`src/rtl/core/crrm_pkg.sv`:
```
package crrm_pkg;

    localparam int unsigned AMOUNT_W = 31;
    localparam int unsigned FIELD_W  = 16;
    localparam int unsigned DROP_W   = 32;
    localparam int unsigned CALC_W   = 17;
    localparam int unsigned ADDR_W   = 3;
    localparam int unsigned DATA_W   = 32;

    localparam logic [2:0] FUNC_GET_READ  = 3'd0;
    localparam logic [2:0] FUNC_RESERVE   = 3'd1;
    localparam logic [2:0] FUNC_COMMIT    = 3'd2;
    localparam logic [2:0] FUNC_CONSUME   = 3'd3;
    localparam logic [2:0] FUNC_ADD_DROP  = 3'd4;
    localparam logic [2:0] FUNC_CLR_DROP  = 3'd5;

    localparam logic [1:0] STATUS_OK     = 2'd0;
    localparam logic [1:0] STATUS_NONE   = 2'd1;
    localparam logic [1:0] STATUS_REJECT = 2'd2;

    localparam logic REG_IDX_BUFFER_SIZE = 1'b0;
    localparam logic [FIELD_W-1:0] BUFFER_SIZE_RESET = 16'd256;

    typedef struct packed {
        logic [2:0]          func;
        logic [AMOUNT_W-1:0] amount;
    } crrm_req_t;

    typedef struct packed {
        logic [1:0]         status;
        logic [FIELD_W-1:0] region_offset;
        logic [FIELD_W-1:0] region_length;
        logic [FIELD_W-1:0] data_size;
        logic [FIELD_W-1:0] free_size;
        logic [DROP_W-1:0]  dropped_total;
    } crrm_rsp_t;

endpackage

```
`src/rtl/core/contiguous_ring_region_manager.sv`:
```
// Channel   Direction  Handshake               Word
// req       in         req_valid / req_stall   crrm_req_t (func, amount)
// rsp       out        rsp_valid / rsp_stall   crrm_rsp_t (status, region, sizes, dropped)
// apb       in/out     psel, penable, pready   buffer_size at byte address 0
//
// One word per cycle unless stalled; held in req_word_reg, its result in rsp_word_reg.
// The rate is set by the single compute stage that reads and rewrites the offset registers.
// Reset clears the offsets, the tail skip and the dropped count and sets buffer_size to 256.
// A stalled result holds the compute stage, and req_stall rises only while both stages are full.
module contiguous_ring_region_manager
    import crrm_pkg::*;
#(
    parameter int unsigned OFFSET_WIDTH = 16
)
(
    input  logic                  clk,
    input  logic                  rst_n,
    input  logic                  req_valid,
    output logic                  req_stall,
    input  crrm_req_t             req_word,
    output logic                  rsp_valid,
    input  logic                  rsp_stall,
    output crrm_rsp_t             rsp_word,
    input  logic                  psel,
    input  logic                  penable,
    input  logic                  pwrite,
    input  logic [ADDR_W-1:0]     paddr,
    input  logic [DATA_W-1:0]     pwdata,
    output logic [DATA_W-1:0]     prdata,
    output logic                  pready
);

    logic                    req_full_reg;
    logic                    req_full_next;
    crrm_req_t               req_word_reg;
    logic                    rsp_valid_reg;
    logic                    rsp_valid_next;
    crrm_rsp_t               rsp_word_reg;
    crrm_rsp_t               rsp_word_next;

    logic [FIELD_W-1:0]      buffer_size_reg;
    logic [OFFSET_WIDTH-1:0] rd_pos_reg;
    logic [OFFSET_WIDTH-1:0] rd_pos_next;
    logic [OFFSET_WIDTH-1:0] wr_pos_reg;
    logic [OFFSET_WIDTH-1:0] wr_pos_next;
    logic [OFFSET_WIDTH-1:0] skip_reg;
    logic [OFFSET_WIDTH-1:0] skip_next;
    logic [DROP_W-1:0]       dropped_reg;
    logic [DROP_W-1:0]       dropped_next;

    logic                    advance;
    logic                    take;
    logic                    cfg_write;
    logic                    cfg_sel;

    logic [CALC_W-1:0]       s;
    logic [CALC_W-1:0]       rd;
    logic [CALC_W-1:0]       wr;
    logic [CALC_W-1:0]       sk;
    logic [CALC_W-1:0]       lsk;
    logic [CALC_W-1:0]       tail;
    logic [CALC_W-1:0]       gap;
    logic [CALC_W-1:0]       rd_avail;
    logic [CALC_W-1:0]       sum_wr;
    logic [CALC_W-1:0]       sum_rd;
    logic [CALC_W-1:0]       rd_calc;
    logic [CALC_W-1:0]       wr_calc;
    logic [CALC_W-1:0]       sk_calc;
    logic [CALC_W-1:0]       rd_post;
    logic [CALC_W-1:0]       wr_post;
    logic [CALC_W-1:0]       sk_post;
    logic [CALC_W-1:0]       lsk_post;
    logic [CALC_W-1:0]       data_calc;
    logic [CALC_W-1:0]       free_calc;
    logic [CALC_W-1:0]       roff;
    logic [CALC_W-1:0]       rlen;
    logic [AMOUNT_W-1:0]     a;
    logic [CALC_W-1:0]       a_c;
    logic [1:0]              status;

    function automatic logic [CALC_W-1:0] live_skip(
        input logic [CALC_W-1:0] size,
        input logic [CALC_W-1:0] rpos,
        input logic [CALC_W-1:0] skip
    );
        logic [CALC_W-1:0] room;
        room = size - rpos;
        return (skip > room) ? room : skip;
    endfunction

    assign cfg_sel   = (paddr[ADDR_W-1] == REG_IDX_BUFFER_SIZE);
    assign cfg_write = psel && penable && pwrite && cfg_sel;
    assign pready    = 1'b1;
    assign prdata    = (psel && cfg_sel) ? DATA_W'(buffer_size_reg) : '0;

    assign advance   = req_full_reg && (!rsp_valid_reg || !rsp_stall);
    assign req_stall = req_full_reg && !advance;
    assign take      = req_valid && !req_stall;
    assign rsp_valid = rsp_valid_reg;
    assign rsp_word  = rsp_word_reg;

    assign req_full_next  = take || (req_full_reg && !advance);
    assign rsp_valid_next = advance || (rsp_valid_reg && rsp_stall);

    always_comb
    begin
        s        = (buffer_size_reg < FIELD_W'(2)) ? CALC_W'(2) : CALC_W'(buffer_size_reg);
        rd       = CALC_W'(rd_pos_reg);
        wr       = CALC_W'(wr_pos_reg);
        sk       = CALC_W'(skip_reg);
        a        = req_word_reg.amount;
        a_c      = CALC_W'(a);
        lsk      = live_skip(s, rd, sk);
        tail     = (rd == '0) ? (s - CALC_W'(1) - wr) : (s - wr);
        gap      = rd - wr - CALC_W'(1);
        rd_avail = s - rd - lsk;
        sum_wr   = wr + a_c;
        sum_rd   = rd + a_c;

        status       = STATUS_OK;
        roff         = '0;
        rlen         = '0;
        rd_calc      = rd;
        wr_calc      = wr;
        sk_calc      = sk;
        dropped_next = dropped_reg;

        unique case (req_word_reg.func)
            FUNC_GET_READ:
            begin
                if (rd == wr)
                begin
                    status = STATUS_NONE;
                end
                else if (rd < wr)
                begin
                    roff = rd;
                    rlen = wr - rd;
                end
                else if (rd_avail != '0)
                begin
                    roff = rd;
                    rlen = rd_avail;
                end
                else
                begin
                    rd_calc = '0;
                    if (wr == '0)
                    begin
                        status = STATUS_NONE;
                    end
                    else
                    begin
                        rlen = wr;
                    end
                end
            end
            FUNC_RESERVE:
            begin
                if (a >= AMOUNT_W'(s))
                begin
                    status = STATUS_REJECT;
                end
                else if (wr >= rd)
                begin
                    if (AMOUNT_W'(tail) >= a)
                    begin
                        sk_calc = '0;
                        roff    = wr;
                        rlen    = tail;
                    end
                    else if (AMOUNT_W'(rd) <= a)
                    begin
                        status = STATUS_NONE;
                    end
                    else
                    begin
                        sk_calc = tail;
                        wr_calc = '0;
                        if (AMOUNT_W'(rd - CALC_W'(1)) >= a)
                        begin
                            rlen = rd - CALC_W'(1);
                        end
                        else
                        begin
                            status = STATUS_NONE;
                        end
                    end
                end
                else if (AMOUNT_W'(gap) >= a)
                begin
                    roff = wr;
                    rlen = gap;
                end
                else
                begin
                    status = STATUS_NONE;
                end
            end
            FUNC_COMMIT:
            begin
                if (wr >= rd)
                begin
                    if (a > AMOUNT_W'(tail))
                    begin
                        status = STATUS_REJECT;
                    end
                    else
                    begin
                        wr_calc = (sum_wr == s) ? '0 : sum_wr;
                    end
                end
                else if (a >= AMOUNT_W'(rd - wr))
                begin
                    status = STATUS_REJECT;
                end
                else
                begin
                    wr_calc = sum_wr;
                end
            end
            FUNC_CONSUME:
            begin
                if (a == '0)
                begin
                    status = STATUS_OK;
                end
                else if (rd == wr)
                begin
                    status = STATUS_REJECT;
                end
                else if (rd > wr)
                begin
                    if (a > AMOUNT_W'(rd_avail))
                    begin
                        status = STATUS_REJECT;
                    end
                    else
                    begin
                        rd_calc = (sum_rd == (s - lsk)) ? '0 : sum_rd;
                    end
                end
                else if (a > AMOUNT_W'(wr - rd))
                begin
                    status = STATUS_REJECT;
                end
                else
                begin
                    rd_calc = sum_rd;
                end
            end
            FUNC_ADD_DROP:
            begin
                dropped_next = dropped_reg + DROP_W'(a);
            end
            FUNC_CLR_DROP:
            begin
                dropped_next = '0;
            end
            default:
            begin
                status = STATUS_REJECT;
            end
        endcase

        rd_pos_next = OFFSET_WIDTH'(rd_calc);
        wr_pos_next = OFFSET_WIDTH'(wr_calc);
        skip_next   = OFFSET_WIDTH'(sk_calc);
        rd_post     = CALC_W'(rd_pos_next);
        wr_post     = CALC_W'(wr_pos_next);
        sk_post     = CALC_W'(skip_next);
        lsk_post    = live_skip(s, rd_post, sk_post);

        if (rd_post <= wr_post)
        begin
            data_calc = wr_post - rd_post;
            free_calc = s - CALC_W'(1) - wr_post + rd_post;
        end
        else
        begin
            data_calc = s - rd_post - lsk_post + wr_post;
            free_calc = rd_post - wr_post - CALC_W'(1);
        end

        rsp_word_next.status        = status;
        rsp_word_next.region_offset = FIELD_W'(roff);
        rsp_word_next.region_length = FIELD_W'(rlen);
        rsp_word_next.data_size     = FIELD_W'(data_calc);
        rsp_word_next.free_size     = FIELD_W'(free_calc);
        rsp_word_next.dropped_total = dropped_next;
    end

    always_ff @(posedge clk or negedge rst_n)
    begin
        if (!rst_n)
        begin
            req_full_reg    <= 1'b0;
            rsp_valid_reg   <= 1'b0;
            buffer_size_reg <= BUFFER_SIZE_RESET;
            rd_pos_reg      <= '0;
            wr_pos_reg      <= '0;
            skip_reg        <= '0;
            dropped_reg     <= '0;
        end
        else
        begin
            req_full_reg  <= req_full_next;
            rsp_valid_reg <= rsp_valid_next;
            if (cfg_write)
            begin
                buffer_size_reg <= pwdata[FIELD_W-1:0];
                rd_pos_reg      <= '0;
                wr_pos_reg      <= '0;
                skip_reg        <= '0;
            end
            else if (advance)
            begin
                rd_pos_reg  <= rd_pos_next;
                wr_pos_reg  <= wr_pos_next;
                skip_reg    <= skip_next;
                dropped_reg <= dropped_next;
            end
        end
    end

    always_ff @(posedge clk)
    begin
        if (take)
        begin
            req_word_reg <= req_word;
        end
        if (advance)
        begin
            rsp_word_reg <= rsp_word_next;
        end
    end

endmodule

```
`config.mk`:
```
export PLATFORM = sky130hd
export DESIGN_NAME = contiguous_ring_region_manager
export DESIGN_NICKNAME = d
export VERILOG_FILES = /design/src/rtl/core/crrm_pkg.sv /design/src/rtl/core/contiguous_ring_region_manager.sv
export SDC_FILE = /design/constraint.sdc
export NUM_CORES = 1
export LEC_CHECK = 0
export ABC_AREA = 1
export BUFFER_PORTS_ARGS = -buffer_cell sky130_fd_sc_hd__buf_4
export CAP_MARGIN = 20
export CORE_MARGIN = 2
export CORE_UTILIZATION = 40
export CTS_BUF_LIST = sky130_fd_sc_hd__clkbuf_16
export DETAILED_ROUTE_END_ITERATION = 16
export PLACE_DENSITY_LB_ADDON = 0.12
export REMOVE_ABC_BUFFERS = 1
export SKIP_LAST_GASP = 1
export SLEW_MARGIN = 10
export SYNTH_ARGS = -nofsm -noshare
export SYNTH_HDL_FRONTEND = slang
export SYNTH_SLANG_ARGS = --single-unit
```
`constraint.sdc`:
```
create_clock -name clk -period 14.8 [get_ports clk]
set_input_delay 2.96 -clock clk [delete_from_list [all_inputs] [get_ports clk]]
set_output_delay 2.96 -clock clk [all_outputs]
set_load 0.02 [all_outputs]
```
==> flow_metrics.py, run 1 <==
metrics = {
    "yosys": {
        "netlist.area_leader.share": 0.185,
        "synthAdderAreaFrac": 0.210,
        "ys_seq_elements": 230,
        "ys_top_cells_by_count": "688 x nand2_1, 601 x inv_1, 432 x ha_1, 341 x a21oi_1, 317 x nor2_1",
        "synthTopCellsByArea": "ha_1 18%, edfxtp_1 14%, nand2_1 8.8%, dfrtp_1 8.3%, inv_1 7.7%",
        "yosys.area.top_type": "ha_1",
        "avgSynthCellArea_sq_um": 7.26,
        "synthMuxAreaShare": 0.000342,
        "yosysWarnings": 0,
        "synth_top_family_by_area": "adder cells",
        "yosysMostFrequentCell": "nand2_1",
        "synth_xor_area_frac": 0.0712,
        "synth-simple-area-share": 0.204,
        "synth_area_sq_mm": 0.0293,
        "synth_compound_area_frac": 0.197,
        "seq_area_frac_synth": 0.219,
        "synthArstFlopShare": 0.426,
        "syn_inst": 4033,
        "synthFlopType": "edfxtp_1",
        "synth_edf_count": 132,
        "ys_types": 77,
    },
    "detailed_routing": {
        "viasPerCell": 5.60,
        "antenna_left": 0,
        "first_iter_violations": 3305,
        "wl_microns": 127000,
        "first_pass_iters": 8,
        "drc": 0,
        "wl_per_cell_microns": 23.3,
        "num_vias": 30500,
    },
    "final_layout": {
        "antennaDiodeCount": 0,
        "largest_reg_flops": 98,
        "layout-drive-gt1-share": 0.164,
        "areaGrowthSynthToFinish_pct": 20.4,
        "final_nets": 5014,
    },
    "timing": {
        "setup_viol": 0,
        "rsz0062_at_grt": "yes",
        "slew_violations": 0,
        "tightest_slew_ps": 1110,
        "setup_ws_ps": 572,
        "finalHoldViolations": 0,
        "fin_crit_sh": 0.961,
        "fin_skew_ps": 83.6,
        "max_freq_mhz": 70.3,
        "slew_headroom": 0.255,
        "period_needed_ps": 14230,
    },
    "worst_hold_path": {
        "holdPathStages": 2,
        "hold_start": "req_full_reg",
        "min_to": "rsp_valid",
        "hold_class": "reg -> reg",
    },
    "worst_setup_path": {
        "r2r_slack_ps": 570,
        "slowest_delay_ps": 520,
        "regToRegStartpoint": "buffer_size_reg[9]",
        "cp-start-kind": "flop",
        "end_kind": "flop",
        "crit_family": "simple AND/OR/NAND/NOR gates",
        "critical_path_class": "reg -> reg",
        "path_buf_inv": 19,
        "cp_slowest_cell": "or4_4",
        "cp_common_cell": "nand2_1",
        "cp_data_arrival_time_ps": 14560,
        "r2r_cells": 96,
        "crit_path_max_fanout": 8,
        "r2r-end": "rsp_word[63]",
        "crit_required_ps": 15140,
    },
    "floorplan": {
        "die_y_microns": 275,
        "ios": 209,
        "core_area_sq_mm": 0.0727,
        "die_area_sq_mm": 0.0754,
        "initial_utilization": 0.403,
        "core.rowCount": 99,
        "die_x_microns": 275,
    },
    "global_route": {
        "grt_pass1_vias": 28100,
        "grt_overflow": 0,
        "grt_max_degree": 80,
        "grt_pass1_wl_microns": 184000,
        "antenna_found_initial": 4,
        "grt_usage": 0.329,
    },
    "clock_network": {
        "clkLatencyLatePin_ps": 660,
        "ctsHtreeMaxLevel": 1,
        "clock_path_buffers": 3,
        "root_buffer": "clkbuf_16",
        "cts_tree": "done",
        "clkSinkCount": 230,
        "path_clk_slew_ps": 60,
        "cts_made_buffers": 30,
    },
    "run_status": {
        "status": "finished clean",
    },
    "placement": {
        "gp_congestion": 1.05,
        "dp_hpwl_microns": 102000,
        "place_ws_ps": -125,
        "portBuffers": 173,
    },
    "run": {
        "drv_cap": 0,
    },
}
==> worst max path at each step <==
stage | start | to | slack [ps] | cells after the start
after floorplan | buffer_size_reg[8] | rsp_word[63] | 950 | 98
final | buffer_size_reg[9] | rsp_word[63] | 570 | 96
after global placement | buffer_size_reg[9] | rsp_word[63] | -160 | 91
after CTS | buffer_size_reg[9] | rsp_word[63] | 20 | 99
after global routing | buffer_size_reg[9] | rsp_word[63] | -270 | 98
after detailed placement | buffer_size_reg[9] | rsp_word[63] | -130 | 91
==> cell families after synthesis <==
logic type,count (synthesis)
AND/OR/NAND/NOR,1375
AO/OA/AOI/OAI,979
buffers and inverters,746
adder cells (fa/ha/maj),469
XOR/XNOR,231
flip-flops,230
other,2
multiplexers,1
==> metrics by stage <==
step | setup TNS [ps] | instance area, sq um | util | std cells | hold WS (ps)
floorplan | 0 | 28800 | - | 3921 | 457
global placement | -155 | 33700 | 0.463 | 5376 | 476
detailed placement | -125 | 33700 | 0.463 | 5376 | 487
CTS | 0 | 34700 | 0.477 | 5432 | 495
global route | -420 | 35300 | 0.485 | 5451 | 514
finish | 0 | 35300 | 0.485 | 5451 | 491
==> final cells by class <==
| cell class | instances | area [sq um] |
|---|---|---|
| Inverter | 619 | 2330 |
| Tap cell | 959 | 1200 |
| Timing Repair Buffer | 516 | 3890 |
| Multi-Input combinational cell | 3072 | 20500 |
| Fill cell | 7551 | 37500 |
| Sequential cell | 230 | 6420 |
| Clock inverter | 25 | 208 |
| Clock buffer | 30 | 751 |
==> per-layer routing <==
metal,up-vias,share of wire,GRT usage,routed length (microns)
met5,-,0,0,0
met3,214,0.091,0.0542,11600
met4,0,0.036,0.107,4550
met1,14400,0.45,0.472,57000
met2,1321,0.42,0.499,54000
li1,14600,-,-,-
==> timing repair <==
item                                   4_1_cts  5_1_grt
gates resized for setup                      5      123
gates cloned                                 0        0
setup endpoints to repair                    1       10
buffers inserted                             1       17
hold buffers                                 0        0
endpoints found under the hold margin        0        0
pin swaps                                    2       44
==> cells in the final DEF (no fill, tap or decap), types with 20 or more instances in the layout <==
cell and n:
nand2_2 35, nand4_1 71, a31oi_1 20, dfrtp_1 97, buf_4 510, nor4_1 23
o211ai_1 31, ha_1 422, o21ai_0 257, nand3_1 152, fa_1 34, o21ai_1 49
clkbuf_16 30, xnor2_1 44, nor2_1 309, edfxtp_1 132, o32ai_1 22, inv_1 595
a21oi_1 327, o21bai_1 39, nor3_1 38, nand2_1 676, o22ai_1 59, o31ai_1 29
xor2_1 175
==> tightest hold or removal path: cells and delay by family (launching register included) <==
| kind | cells | cell delay, ps |
|---|---|---|
| buffers and inverters | 1 | 60 |
| flip-flops | 1 | 340 |
| AND/OR/NAND/NOR | 1 | 60 |
Power of run 1 is not shown: default switching activity piles up to over one toggle a cycle in this logic, so the estimate is an artifact.
==> inputs of run 2 (changes only) <==
--- a/config.mk
+++ b/config.mk
@@ -8,6 +8,7 @@
 export ABC_AREA = 1
 export BUFFER_PORTS_ARGS = -buffer_cell sky130_fd_sc_hd__buf_4
 export CAP_MARGIN = 20
+export CORE_ASPECT_RATIO = 1.1
 export CORE_MARGIN = 2
 export CORE_UTILIZATION = 40
 export CTS_BUF_LIST = sky130_fd_sc_hd__clkbuf_16
==> run 2 against run 1 <==
  * Maximum frequency grew 0.26%
  * Die area about the same
  * Cell count down 0.13%
  * Via count is 0.26% lower
  * Core utilization shrank 0.15 points
  * First-iteration DRC count decreased by 16%
  * Critical endpoint unchanged
  * Final area about the same
  * Register-to-register slack improved by 40 ps
  * Non-clock buffer count shrank 3
==> flow_metrics.py, run 2 (synthesis results as in run 1) <==
metrics = {
    "global_route": {
        "antenna_found_initial": 4,
        "grt_busiest_layer": "met2",
        "grt_use_met1": 0.446,
        "grt_overflow": 0,
        "grtUsageMet2": 0.496,
        "grt_pass1_vias": 28700,
        "grt_max_degree": 80,
        "use_met3": 0.0724,
        "grt_pass1_wl_microns": 182000,
        "grt_usage": 0.326,
    },
    "timing": {
        "tightest_slew_ps": 1150,
        "slew_violations": 0,
        "finalSetupTns_ps": 0,
        "fin_crit_sh": 0.959,
        "setup_ws_ps": 609,
        "slew_headroom": 0.220,
        "max_freq_mhz": 70.5,
        "period_needed_ps": 14190,
        "whs_ps": 490,
        "setup_viol": 0,
        "fin_skew_ps": 73.5,
        "finalHoldViolations": 0,
    },
    "clock_network": {
        "ctsHtreeMaxLevel": 1,
        "cts_tree": "done",
        "path_clk_slew_ps": 60,
        "clock_path_buffers": 3,
        "clkSinkCount": 230,
        "cts_made_buffers": 30,
        "holdBufCountCts": 0,
        "root_buffer": "clkbuf_16",
        "clkLatencyLatePin_ps": 660,
    },
    "worst_setup_path": {
        "r2r-end": "rsp_word[63]",
        "cp-start-kind": "flop",
        "r2r_cells": 105,
        "crit_path_max_fanout": 6,
        "r2r_slack_ps": 610,
        "regToRegStartpoint": "buffer_size_reg[9]",
        "end_kind": "flop",
        "cp_slowest_cell": "or4_4",
        "cp_common_cell": "nand2_1",
        "cp_data_arrival_time_ps": 14540,
        "slowest_delay_ps": 530,
        "critical_path_class": "reg -> reg",
        "startpoint": "buffer_size_reg[9]",
        "crit_required_ps": 15150,
    },
    "final_layout": {
        "final_nets": 5012,
        "antennaDiodeCount": 0,
        "stdcell_count": 5444,
        "largest_reg_flops": 98,
        "final_common_cell": "nand2_1",
        "layout-drive-gt1-share": 0.165,
        "final_cell_mix": "671 x nand2_1, 601 x inv_1, 509 x buf_4",
        "areaGrowthSynthToFinish_pct": 20.3,
    },
    "floorplan": {
        "die_x_microns": 262,
        "core.rowCount": 104,
        "die_area_sq_mm": 0.0754,
        "core_area_sq_mm": 0.0729,
        "initial_utilization": 0.402,
        "die_y_microns": 288,
        "ios": 209,
    },
    "detailed_routing": {
        "viasPerCell": 5.59,
        "first_pass_iters": 6,
        "antenna_left": 0,
        "wl_microns": 125000,
        "num_vias": 30500,
        "drc": 0,
        "wl_per_cell_microns": 23.0,
        "first_iter_violations": 2790,
    },
    "placement": {
        "gp_congestion": 1.07,
        "dp.cells": 5369,
        "dp_hpwl_microns": 100000,
        "place_ws_ps": -103,
        "portBuffers": 173,
    },
    "run": {
        "drv_cap": 0,
    },
    "worst_hold_path": {
        "min_to": "rsp_valid",
        "holdPathStages": 2,
        "hold_class": "reg -> reg",
        "hold_start": "req_full_reg",
    },
    "run_status": {
        "status": "finished clean",
    },
}
## run 2: timing repair
action,4_1_cts,5_1_grt
endpoints found under the setup margin,2,10
gates cloned,0,1
pin swaps,0,71
gates resized for setup,3,131
buffers inserted,0,18
## run 2: worst max-delay path, delay by kind of cell (launching register included)
family | cells | cell delay (ps)
compound gates | 26 | 3320
xor+xnor | 4 | 610
fa+ha+maj | 9 | 2750
buf+inv | 21 | 2200
flops | 1 | 410
simple gates | 45 | 4560
## run 2: metrics by stage
step / utilization / area [sq um]
after floorplan: - / 28800
after global placement: 0.462 / 33700
after detailed placement: 0.462 / 33700
after CTS: 0.475 / 34600
after global routing: 0.483 / 35200
final: 0.483 / 35200
## run 2: worst max path at each step
stage,to,cells past startpoint
6_report,rsp_word[63],105
5_1_grt,rsp_word[63],100
4_1_cts,rsp_word[63],101
3_5_place_dp,rsp_word[63],100
3_3_place_gp,rsp_word[63],96
2_1_floorplan,rsp_word[63],98
## run 2: area by class of cell
| class | count | area, sq um |
|---|---|---|
| clock buffers | 31 | 776 |
| inverters | 619 | 2330 |
| fillers | 7490 | 37600 |
| clock inverters | 24 | 144 |
| multi-input cells | 3073 | 20500 |
| repair buffers | 513 | 3870 |
| flip-flops and latches | 230 | 6420 |
| well taps | 954 | 1190 |
## run 2: metal layers
| metal | vias up | routed length (microns) |
|---|---|---|
| met5 | - | 38 |
| met2 | 1307 | 53100 |
| met4 | 6 | 6120 |
| met1 | 14200 | 53600 |
| met3 | 289 | 12100 |
| li1 | 14600 | - |
Power of run 2 is left out for the same reason.
